--- src/sv/bcb_pkg.sv ---
// ----------------------------------------------------------------------------
// bcb_pkg
// Types and constants shared by the bracket and comment balance checker.
// ----------------------------------------------------------------------------
package bcb_pkg;

  // Fixed widths of the result fields
  localparam int unsigned POS_W    = 24;
  localparam int unsigned DEPTH_W  = 7;
  localparam int unsigned CHAR_W   = 8;
  localparam int unsigned STATUS_W = 3;

  // Characters of interest
  localparam logic [CHAR_W-1:0] CH_LPAREN = 8'h28;
  localparam logic [CHAR_W-1:0] CH_RPAREN = 8'h29;
  localparam logic [CHAR_W-1:0] CH_LBRACK = 8'h5B;
  localparam logic [CHAR_W-1:0] CH_RBRACK = 8'h5D;
  localparam logic [CHAR_W-1:0] CH_LBRACE = 8'h7B;
  localparam logic [CHAR_W-1:0] CH_RBRACE = 8'h7D;
  localparam logic [CHAR_W-1:0] CH_SLASH  = 8'h2F;
  localparam logic [CHAR_W-1:0] CH_STAR   = 8'h2A;
  localparam logic [CHAR_W-1:0] CH_SPACE  = 8'h20;
  localparam logic [CHAR_W-1:0] CH_TAB    = 8'h09;
  localparam logic [CHAR_W-1:0] CH_LF     = 8'h0A;
  localparam logic [CHAR_W-1:0] CH_VT     = 8'h0B;
  localparam logic [CHAR_W-1:0] CH_FF     = 8'h0C;
  localparam logic [CHAR_W-1:0] CH_CR     = 8'h0D;

  // Bracket kind held in each stack cell
  typedef enum logic [1:0] {
    BR_ROUND  = 2'd0,
    BR_SQUARE = 2'd1,
    BR_CURLY  = 2'd2
  } br_e;

  // Result status codes
  typedef enum logic [STATUS_W-1:0] {
    ST_BALANCED  = 3'd0,
    ST_MISMATCH  = 3'd1,
    ST_OPEN_LEFT = 3'd2,
    ST_UNCLOSED  = 3'd3,
    ST_OVERFLOW  = 3'd4
  } status_e;

  // Command from the controller to the row of stack cells
  typedef struct packed {
    logic push;
    logic pop;
    br_e  kind;
  } stk_cmd_t;

  // One result item
  typedef struct packed {
    status_e              status;
    logic [POS_W-1:0]     position;
    logic [POS_W-1:0]     comment_start;
    logic [DEPTH_W-1:0]   open_depth;
    logic [CHAR_W-1:0]    bad_char;
  } res_t;

endpackage

--- src/sv/bcb_ctrl.sv ---
// ----------------------------------------------------------------------------
// bcb_ctrl
// Scanner state, character count, stack level and result formation.
// ----------------------------------------------------------------------------
module bcb_ctrl
  import bcb_pkg::*;
#(
  parameter int unsigned STACK_DEPTH = 64,
  parameter int unsigned COUNT_BITS  = 24
) (
  input  logic              clk_i,
  input  logic              rst_ni,
  input  logic              accept_i,
  input  logic [CHAR_W-1:0] ch_i,
  input  logic              last_i,
  input  br_e               top_i,
  output stk_cmd_t          cmd_o,
  output logic              res_valid_o,
  output res_t              res_o
);

  localparam int unsigned LVL_W   = $clog2(STACK_DEPTH + 1);
  localparam int unsigned CEXT_W  = COUNT_BITS + POS_W;
  localparam int unsigned LEXT_W  = LVL_W + DEPTH_W;

  logic                  in_comment_q, in_comment_d;
  logic                  star_q, star_d;
  logic                  slash_q, slash_d;
  logic                  failed_q, failed_d;
  logic                  ovf_q, ovf_d;
  logic [COUNT_BITS-1:0] cnt_q, cnt_d;
  logic [COUNT_BITS-1:0] origin_q, origin_d;
  logic [LVL_W-1:0]      lvl_q, lvl_d;

  logic                  blank;
  logic                  is_open;
  logic                  is_close;
  br_e                   kind;
  logic                  active;
  logic                  brk;
  logic                  mism;
  logic [CEXT_W-1:0]     cnt_ext;
  logic [CEXT_W-1:0]     origin_ext;
  logic [LEXT_W-1:0]     lvl_ext;

  // Classify the byte
  always_comb begin
    is_open  = 1'b0;
    is_close = 1'b0;
    kind     = BR_ROUND;
    unique case (ch_i)
      CH_LPAREN: begin is_open  = 1'b1; kind = BR_ROUND;  end
      CH_LBRACK: begin is_open  = 1'b1; kind = BR_SQUARE; end
      CH_LBRACE: begin is_open  = 1'b1; kind = BR_CURLY;  end
      CH_RPAREN: begin is_close = 1'b1; kind = BR_ROUND;  end
      CH_RBRACK: begin is_close = 1'b1; kind = BR_SQUARE; end
      CH_RBRACE: begin is_close = 1'b1; kind = BR_CURLY;  end
      default:   begin is_open  = 1'b0; end
    endcase
  end

  assign blank = (ch_i == CH_SPACE) || (ch_i == CH_TAB) || (ch_i == CH_LF) ||
                 (ch_i == CH_VT) || (ch_i == CH_FF) || (ch_i == CH_CR);

  assign active = accept_i && !failed_q && !ovf_q && !blank;

  // Next state, stack command and result
  always_comb begin
    in_comment_d = in_comment_q;
    star_d       = star_q;
    slash_d      = slash_q;
    failed_d     = failed_q;
    ovf_d        = ovf_q;
    cnt_d        = cnt_q;
    origin_d     = origin_q;
    lvl_d        = lvl_q;
    cmd_o        = '{push: 1'b0, pop: 1'b0, kind: kind};
    brk          = 1'b0;
    mism         = 1'b0;
    res_valid_o  = 1'b0;
    res_o        = '0;

    if (active) begin
      // Count non-blank bytes, saturating
      if (!(&cnt_q)) begin
        cnt_d = cnt_q + COUNT_BITS'(1);
      end

      if (in_comment_q) begin
        if (star_q && (ch_i == CH_SLASH)) begin
          in_comment_d = 1'b0;
          star_d       = 1'b0;
          origin_d     = '0;
        end else begin
          star_d = (ch_i == CH_STAR);
        end
      end else if (slash_q) begin
        if (ch_i == CH_STAR) begin
          slash_d      = 1'b0;
          in_comment_d = 1'b1;
          star_d       = 1'b0;
          origin_d     = cnt_d;
        end else if (ch_i != CH_SLASH) begin
          slash_d = 1'b0;
          brk     = 1'b1;
        end
      end else if (ch_i == CH_SLASH) begin
        slash_d = 1'b1;
      end else begin
        brk = 1'b1;
      end

      // Push or pop the bracket stack
      if (brk) begin
        if (is_open) begin
          if (lvl_q == LVL_W'(STACK_DEPTH)) begin
            ovf_d = 1'b1;
          end else begin
            cmd_o.push = 1'b1;
            lvl_d      = lvl_q + LVL_W'(1);
          end
        end else if (is_close) begin
          if ((lvl_q != '0) && (top_i == kind)) begin
            cmd_o.pop = 1'b1;
            lvl_d     = lvl_q - LVL_W'(1);
          end else begin
            failed_d = 1'b1;
            mism     = 1'b1;
          end
        end
      end
    end

    cnt_ext    = CEXT_W'(cnt_d);
    origin_ext = CEXT_W'(origin_d);
    lvl_ext    = LEXT_W'(lvl_d);

    // Report a mismatched closer at once
    if (mism) begin
      res_valid_o      = 1'b1;
      res_o.status     = ST_MISMATCH;
      res_o.position   = cnt_ext[POS_W-1:0];
      res_o.open_depth = lvl_ext[DEPTH_W-1:0];
      res_o.bad_char   = ch_i;
    end

    // Final report unless the stream already failed, and return to the start state
    if (accept_i && last_i) begin
      if (!mism && !failed_q) begin
        res_valid_o      = 1'b1;
        res_o.position   = cnt_ext[POS_W-1:0];
        res_o.open_depth = lvl_ext[DEPTH_W-1:0];
        if (ovf_d) begin
          res_o.status = ST_OVERFLOW;
        end else if (in_comment_d) begin
          res_o.status        = ST_UNCLOSED;
          res_o.comment_start = origin_ext[POS_W-1:0];
        end else if (lvl_d != '0) begin
          res_o.status = ST_OPEN_LEFT;
        end else begin
          res_o.status = ST_BALANCED;
        end
      end
      in_comment_d = 1'b0;
      star_d       = 1'b0;
      slash_d      = 1'b0;
      failed_d     = 1'b0;
      ovf_d        = 1'b0;
      cnt_d        = '0;
      origin_d     = '0;
      lvl_d        = '0;
    end
  end

  always_ff @(posedge clk_i or negedge rst_ni) begin
    if (!rst_ni) begin
      in_comment_q <= 1'b0;
      star_q       <= 1'b0;
      slash_q      <= 1'b0;
      failed_q     <= 1'b0;
      ovf_q        <= 1'b0;
      cnt_q        <= '0;
      origin_q     <= '0;
      lvl_q        <= '0;
    end else begin
      in_comment_q <= in_comment_d;
      star_q       <= star_d;
      slash_q      <= slash_d;
      failed_q     <= failed_d;
      ovf_q        <= ovf_d;
      cnt_q        <= cnt_d;
      origin_q     <= origin_d;
      lvl_q        <= lvl_d;
    end
  end

endmodule

--- config.mk ---
export PLATFORM = sky130hd
export DESIGN_NAME = bcb_ctrl
export DESIGN_NICKNAME = d
export VERILOG_FILES = /design/src/sv/bcb_pkg.sv /design/src/sv/bcb_ctrl.sv
export SDC_FILE = /design/constraint.sdc
export NUM_CORES = 1
export LEC_CHECK = 0
export BUFFER_PORTS_ARGS = -buffer_cell sky130_fd_sc_hd__buf_2
export CORE_MARGIN = 2
export CORE_UTILIZATION = 59
export CTS_CLUSTER_SIZE = 20
export DETAILED_ROUTE_END_ITERATION = 12
export PLACE_DENSITY = 0.92
export SYNTH_ARGS = -nofsm -noshare
export SYNTH_HDL_FRONTEND = slang
export SYNTH_SLANG_ARGS = --single-unit
--- constraint.sdc ---
create_clock -name clk_i -period 4.58 [get_ports clk_i]
set_clock_uncertainty 0.2 [all_clocks]
set_input_delay 0.458 -clock clk_i [delete_from_list [all_inputs] [get_ports clk_i]]
set_output_delay 0.458 -clock clk_i [all_outputs]
set_load 0.02 [all_outputs]
## Word-level counts from Yosys, hierarchy flattened

Cells that the tools add are included.

| word-level totals | value |
|---|---|
| word-level logic and storage cells | 141 |
| input bits | 14 |
| output and inout port bits | 71 |
| register bits after elaboration | 60 |

| cells by class | value |
|---|---|
| reductions and logical operators | 31 |
| eq/ne operators | 20 |
| muxes and demuxes | 79 |
| $add $sub $neg | 3 |

Operators with widths:

| operator | count |
|---|---|
| $mux W24 | 11 |
| $mux W58 | 2 |
| $mux W1 | 51 |
| $mux W7 | 7 |
| $eq A8 B4 Y1 const B | 5 |
| $eq A8 B6 Y1 const B | 5 |
| $eq A8 B7 Y1 const B | 4 |
| $mux W25 | 1 |
| $add A24 B1 Y24 const B | 1 |
| $reduce_and A24 Y1 | 1 |
| $mux W15 | 1 |
| $reduce_bool A7 Y1 | 2 |
| $mux W2 | 4 |
| $ne A8 B6 Y1 const B | 1 |
| $add A7 B1 Y7 const B | 1 |
| $eq A7 B7 Y1 const B | 1 |
| $logic_and A1 B1 Y1 | 7 |
| $sub A7 B1 Y7 const B | 1 |
| $ne A2 B1 Y1 const B | 3 |
| $reduce_bool A2 Y1 | 3 |
| $reduce_bool A3 Y1 | 2 |
| $reduce_or A3 Y1 | 2 |
| $logic_or A1 B1 Y1 | 5 |
| $reduce_and A5 Y1 | 1 |
| 7 further kinds | 11 |

## Longest topological paths before layout

Gate-level depths: netlist of run 1.

| logic depth | value |
|---|---|
| depth after elaboration | 17 |
| mapped depth | 12 |
| mapped depth without buffers | 10 |

## Worst setup path before layout of run 1

Ideal clock, no wire load.

| timing | value |
|---|---|
| path kind | input to output |
| from | input port ch_i[5] |
| to | output port res_o[40] in the netlist's numbering |
| data required time | 3.922 ns |
| data arrival time | 2.600 ns |
| cell stages on the path | 10 |
| path slack | 1.322 ns |
| path buffers | 3 |
| cell sequence | buf_4 and3b_1 o21ai_2 o211ai_2 or3_1 buf_2 nor3b_4 nor2_1 clkbuf_1 nor2_1 |

RTL lines:

| element | RTL line | text |
|---|---|---|
| start, declared | bcb_ctrl.sv:14 | `input logic [CHAR_W-1:0] ch_i,` |
| end, declared | bcb_ctrl.sv:19 | `output res_t res_o` |

==> metrics.cfg, run 1 <==
[status]
status=finished, violations left
violations=DRC

[pwr]
vdd_drop_max_uv=216
power.density_mw_per_mm2=274
totalPowerFinal_mw=1.26
power_leakage_nw=2.24

[detailed_routing]
drtPass1Iterations=9
drtIter0Drc=355
drc=1
wire_per_inst_um=15.7
detail-route-antenna-nets=0
wirelength_mm=10.2
avgViaCountPerCell=5.85
via_count=3806

[placement]
gp_congestion=0.862
port_buffers=82
dp_slack_ns=0.645
dp_cells=635
dpl.hpwl_mm=7.15

[final_layout]
fillCellCount=471
utilization_pct=71.6
syn_to_final_growth_pct=15.8
final_cells=651
layout-drive-gt1-share_pct=21.3
layout.nets=587
diodes=0

[grt]
grt_pass1_wl_mm=16.8
grt_max_degree=61
grt_use_total_pct=28.8
first_global_vias=3693
globalRoute.totalOverflow=0
antenna_found_initial=0

[logic_synthesis]
synth.distinct_cells=56
syn_area_per_cell_um2=7.97
synthCells=498
yosys-top-cells-count=nor2_1 (149), dfrtp_1 (60), nand2_1 (38)
ys_ff_latch=60
synth_edf_count=0
postSynth.asyncResetShare_pct=100
yosysWarnings=0
synth_top_cells_by_area=dfrtp_1 (38%), nor2_1 (14%), xor2_1 (6.0%)
ys_seq_area_share_pct=37.8
synth_top_cell_area_share_pct=37.8
synth_top_area_cell=dfrtp_1
synthFlopType=dfrtp_1
synth_area_mm2=0.00397
synth_most_common_cell=nor2_1

[setup_path]
crit_fanout=14
critical_path.max_stage_delay_ns=0.57
reg2reg_to=cnt_q[19]
worstReg2RegStart=cnt_q[0]
crit_required_ns=3.92
crit_end=res_o[28]
timing.critical_path.from=failed_q
slowest_stage=or3_1
path_cells=nor3b_1 > o211ai_2 > or3_1 > nor3b_4 > nand3b_1 > or2_1 > buf_4 > nor2_1 > buf_2
cp_data_arrival_time_ns=3.44
rrSetupSlack_ns=1.73
rr_worst_depth=9
crit_type=flop to output port
critPathCaptureType=output port
critPathLaunchType=flop

[clock_tree]
cts_setup_buffers=0
cts_htree_levels=3
clock_latency_ns=0.35
post_cts_resized=0
hold_buffers=0
root_buffer=clkbuf_8
clkTransAtPathRegs_ns=0.07
cts.sinks=60
cts_buffers=9
cts_buffer_depth=2
cts_tree=yes

[floorplanning]
die_h_um=86.0
fp.dieW_um=86.0
io_pins=85
rows=29
start_util_pct=61.8
fp.dieArea_mm2=0.00740
design.core.area_mm2=0.00642

[min_path]
hp-class=primary input to async pin

[sta]
fmax_ghz=0.244
slew_headroom_pct=48.7
hold_viol_final=0
grt_setup_unrepaired=false
period_share_pct=89.5
drv_slew=0
setup_viol=0
fin_crit_ns=4.10
setup_ws_ns=0.481
tns_ns=0
worst_pin_slew_ns=0.764

[run]
max-cap-violations=0

==> power breakdown <==
group	total (mW)	switching, mW	internal [mW]
combinational	0.167	0.112	0.0542
clock	0.529	0.211	0.318
sequential	0.562	0.0191	0.543
total	1.26	0.342	0.916
==> logic make-up (layout without fill, tap and decap cells) <==
| family | Yosys count | count (layout) | share of synthesized area (%) |
|---|---|---|---|
| AO/OA/AOI/OAI | 57 | 57 | 9.52 |
| XOR/XNOR | 43 | 43 | 9.49 |
| adder cells (fa/ha/maj) | 4 | 4 | 1.26 |
| buffers and inverters | 35 | 110 | 4.48 |
| flip-flops | 60 | 60 | 37.8 |
| multiplexers | 16 | 16 | 4.19 |
| other | 1 | 2 | 0.0945 |
| AND/OR/NAND/NOR | 282 | 282 | 33.1 |
==> through the flow <==
stage	instance area, µm²	hold slack [ns]
6_report	4600	0.0542
5_1_grt	4600	0.123
4_1_cts	4600	0.0783
3_5_place_dp	4380	0.310
3_3_place_gp	4380	0.301
2_1_floorplan	3970	-0.0376
==> cells in the final DEF, fill, tap and decap left out, drive strengths merged, types with 2 or more instances in the layout <==
| cell | instances |
|---|---|
| or2 | 3 |
| or3 | 4 |
| a21oi | 22 |
| bufinv | 2 |
| nor4 | 3 |
| nor3b | 3 |
| a31oi | 5 |
| mux2i | 11 |
| nand3b | 3 |
| o211ai | 4 |
| mux2 | 5 |
| buf | 90 |
| a221o | 2 |
| nand4 | 9 |
| dfrtp | 60 |
| a22oi | 2 |
| xnor2 | 16 |
| nor2 | 149 |
| clkinv | 3 |
| nor2b | 3 |
| a211oi | 3 |
| clkbuf | 11 |
| and4 | 3 |
| nand2 | 38 |
| nor4b | 2 |
| nand2b | 2 |
| and3b | 2 |
| nor3 | 10 |
| conb | 2 |
| o21ai | 10 |
| and2 | 8 |
| and3 | 13 |
| xor2 | 27 |
| ha | 4 |
| inv | 4 |
| nand3 | 25 |
==> worst min-delay path by stage <==
stage	slack (ns)	endpoint
after CTS	0.08	origin_q[6]
after detailed placement	0.31	origin_q[12]
after global placement	0.30	origin_q[17]
after global routing	0.12	origin_q[12]
final	0.05	origin_q[9]
after floorplan	-0.04	cnt_q[0]
==> layout make-up <==
cell class | instances | area [µm²] | share of cell area [%]
clock inverters | 5 | 75.1 | 1.63
multi-input cells | 404 | 2300 | 50.0
repair buffers | 90 | 470 | 10.2
well taps | 77 | 96.3 | 2.10
inverters | 4 | 15.0 | 0.327
clock buffers | 11 | 141 | 3.08
flip-flops and latches | 60 | 1500 | 32.7
==> metal layers <==
layer | wire length (µm) | part of all wire (%) | vias to the layer above | global-route usage, %
met3 | 649 | 6.4 | 16 | 5.00
li1 | - | - | 1818 | -
met2 | 5070 | 50 | 163 | 49.0
met4 | 181 | 1.8 | 0 | 13.4
met1 | 4320 | 42 | 1809 | 35.7
met5 | 0 | 0 | - | 0
==> registers in the layout (all words and copies together), names as in the netlist <==
name,count
star_q,1
slash_q,1
cnt_q,24
in_comment_q,1
lvl_q,7
failed_q,1
ovf_q,1
origin_q,24
==> critical path: cells and delay by family, from the launching register on <==
| kind | cells | cell delay (ns) |
|---|---|---|
| AOI/OAI and AO/OA | 1 | 0.19 |
| buffers and inverters | 2 | 0.49 |
| DFF | 1 | 0.41 |
| and+or+nand+nor | 6 | 2.01 |
(Power assumes the default switching activity.)
==> run 2: changes to the inputs <==
REMOVE_ABC_BUFFERS = 1   (was unset)
==> run 2 against run 1 <==
Against the previous run:
- the flow now finishes without violations
- utilization is 0.12 points higher
- clock power is 2% higher
- die area stayed put
- critical path depth stayed put
- cell count stayed put
- largest cell class unchanged
- highest routed layer unchanged
==> metrics.cfg, run 2 (same netlist as run 1, synthesis figures left out) <==
[final_layout]
diodes=0
top_regs=cnt_q x24, origin_q x24, lvl_q x7
final_cells=651
syn_to_final_growth_pct=16.0
layout_commonest_cell=nor2_1
fin_area_mm2=0.00460
multiInputGateArea_mm2=0.00230
layout.nets=587
layout-drive-gt1-share_pct=21.4
regArea_mm2=0.00150
utilization_pct=71.7
fillCellCount=478
layout_common_cells=nor2_1 (148), buf_2 (82), dfrtp_1 (60), nand2_1 (38), xor2_1 (27)

[sta]
slew_headroom_pct=47.0
period_share_pct=91.2
hold_viol_final=0
holdWs_ns=0.0546
fmax_ghz=0.239
setup_ws_ns=0.401
grt_setup_unrepaired=false
setup_viol=0
worst_pin_slew_ns=0.794
tns_ns=0
fin_crit_ns=4.18
drv_slew=0

[grt]
globalRoute.totalOverflow=0
gr-usage-met2_pct=47.1
gr-usage-met1_pct=35.6
first_global_vias=3536
busiest_layer=met2
grt_pass1_wl_mm=16.6
grt_max_degree=61
grt_use_total_pct=28.6
gr-usage-met3_pct=6.93
antenna_found_initial=0

[detailed_routing]
via_count=3829
drtIter0Drc=314
drtPass1Iterations=5
drc=0
avgViaCountPerCell=5.88
wire_per_inst_um=15.4
detail-route-antenna-nets=0
wirelength_mm=10.0

[placement]
dpl.hpwl_mm=7.02
dp_cells=635
port_buffers=82
placed_area_mm2=0.00438
gp_congestion=0.937
dp_slack_ns=0.544

[clock_tree]
cts_buffers=9
cts_tree=yes
hold_buffers=0
root_buffer=clkbuf_8
clkTransAtPathRegs_ns=0.08
cts.sinks=60
post_cts_resized=0
clock_latency_ns=0.35
cts_htree_levels=3
cts_setup_buffers=0
cts_buffer_depth=2

[status]
status=complete, no violations

[run]
max-cap-violations=0

[pwr]
totalPowerFinal_mw=1.27
power.density_mw_per_mm2=275
intPower_mw=0.904
power_frac_seq_pct=44.3
clock_power_share_pct=42.7
p_switching_mw=0.361
pwr-share-comb_pct=13.0
power_leakage_nw=2.23
p_sw_share_pct=28.5
vdd_drop_max_uv=217

[floorplanning]
rows=29
fp.dieArea_mm2=0.00740
die_h_um=86.0
start_util_pct=61.8
fp.dieW_um=86.0
io_pins=85
design.core.area_mm2=0.00642

[setup_path]
critPathCaptureType=output port
crit_required_ns=3.92
cp_data_arrival_time_ns=3.52
crit_type=flop to output port
slowest_stage=or3_1
critPathLaunchType=flop
crit_fanout=15
cp_top_family=simple AND/OR/NAND/NOR gates
path_buf_inv=2
critical_path.max_stage_delay_ns=0.59
path_cells=nor3b_1 > o211ai_2 > or3_1 > nor3b_4 > nand3b_1 > or2_1 > buf_4 > nor2_1 > buf_2

[min_path]
hp-class=primary input to async pin

[run 2: changes by cell type in the layout (fill, tap and decap cells not counted), sizes merged]
cell | before | now
clkinvlp | 0 | 3
inv | 4 | 5
clkinv | 3 | 1
clkbuf | 11 | 9
[run 2: cell type report]
cell class | count | share of cell area, %
inverters | 4 | 0.326
well taps | 77 | 2.09
clock buffers | 9 | 2.69
repair buffers | 90 | 10.2
multi-input cells | 404 | 49.9
flip-flops and latches | 60 | 32.6
clock inverters | 7 | 2.17
[run 2: metal layers]
layer / wire [µm] / part of all wire, %
met3: 730 / 7.3
met5: 0 / 0
met4: 290 / 2.9
met1: 4130 / 41
met2: 4880 / 49
[run 2: power groups by stage]
stage                     Combinational (mW)  Sequential, mW  Clock [mW]
after floorplan                        0.103           0.567           0
after global placement                 0.155           0.569           0
after detailed placement               0.161           0.571           0
after CTS                              0.162           0.560       0.548
after global routing                   0.180           0.563       0.572
final                                  0.164           0.561       0.540
[run 2: worst paths after layout]
| check | depth (start not counted) | start | endpoint | slack, ns |
|---|---|---|---|---|
| hold / removal | 2 | rst_ni | origin_q[2] | 0.05 |
| setup reg to reg | 8 | cnt_q[10] | cnt_q[23] | 1.76 |
| hold reg to reg | 2 | origin_q[8] | origin_q[8] | 0.32 |
| max in group asynchronous | 2 | rst_ni | cnt_q[17] | 3.60 |
| min in group clk_i | 2 | origin_q[8] | origin_q[8] | 0.32 |
| setup / recovery | 9 | failed_q | res_o[33] | 0.40 |
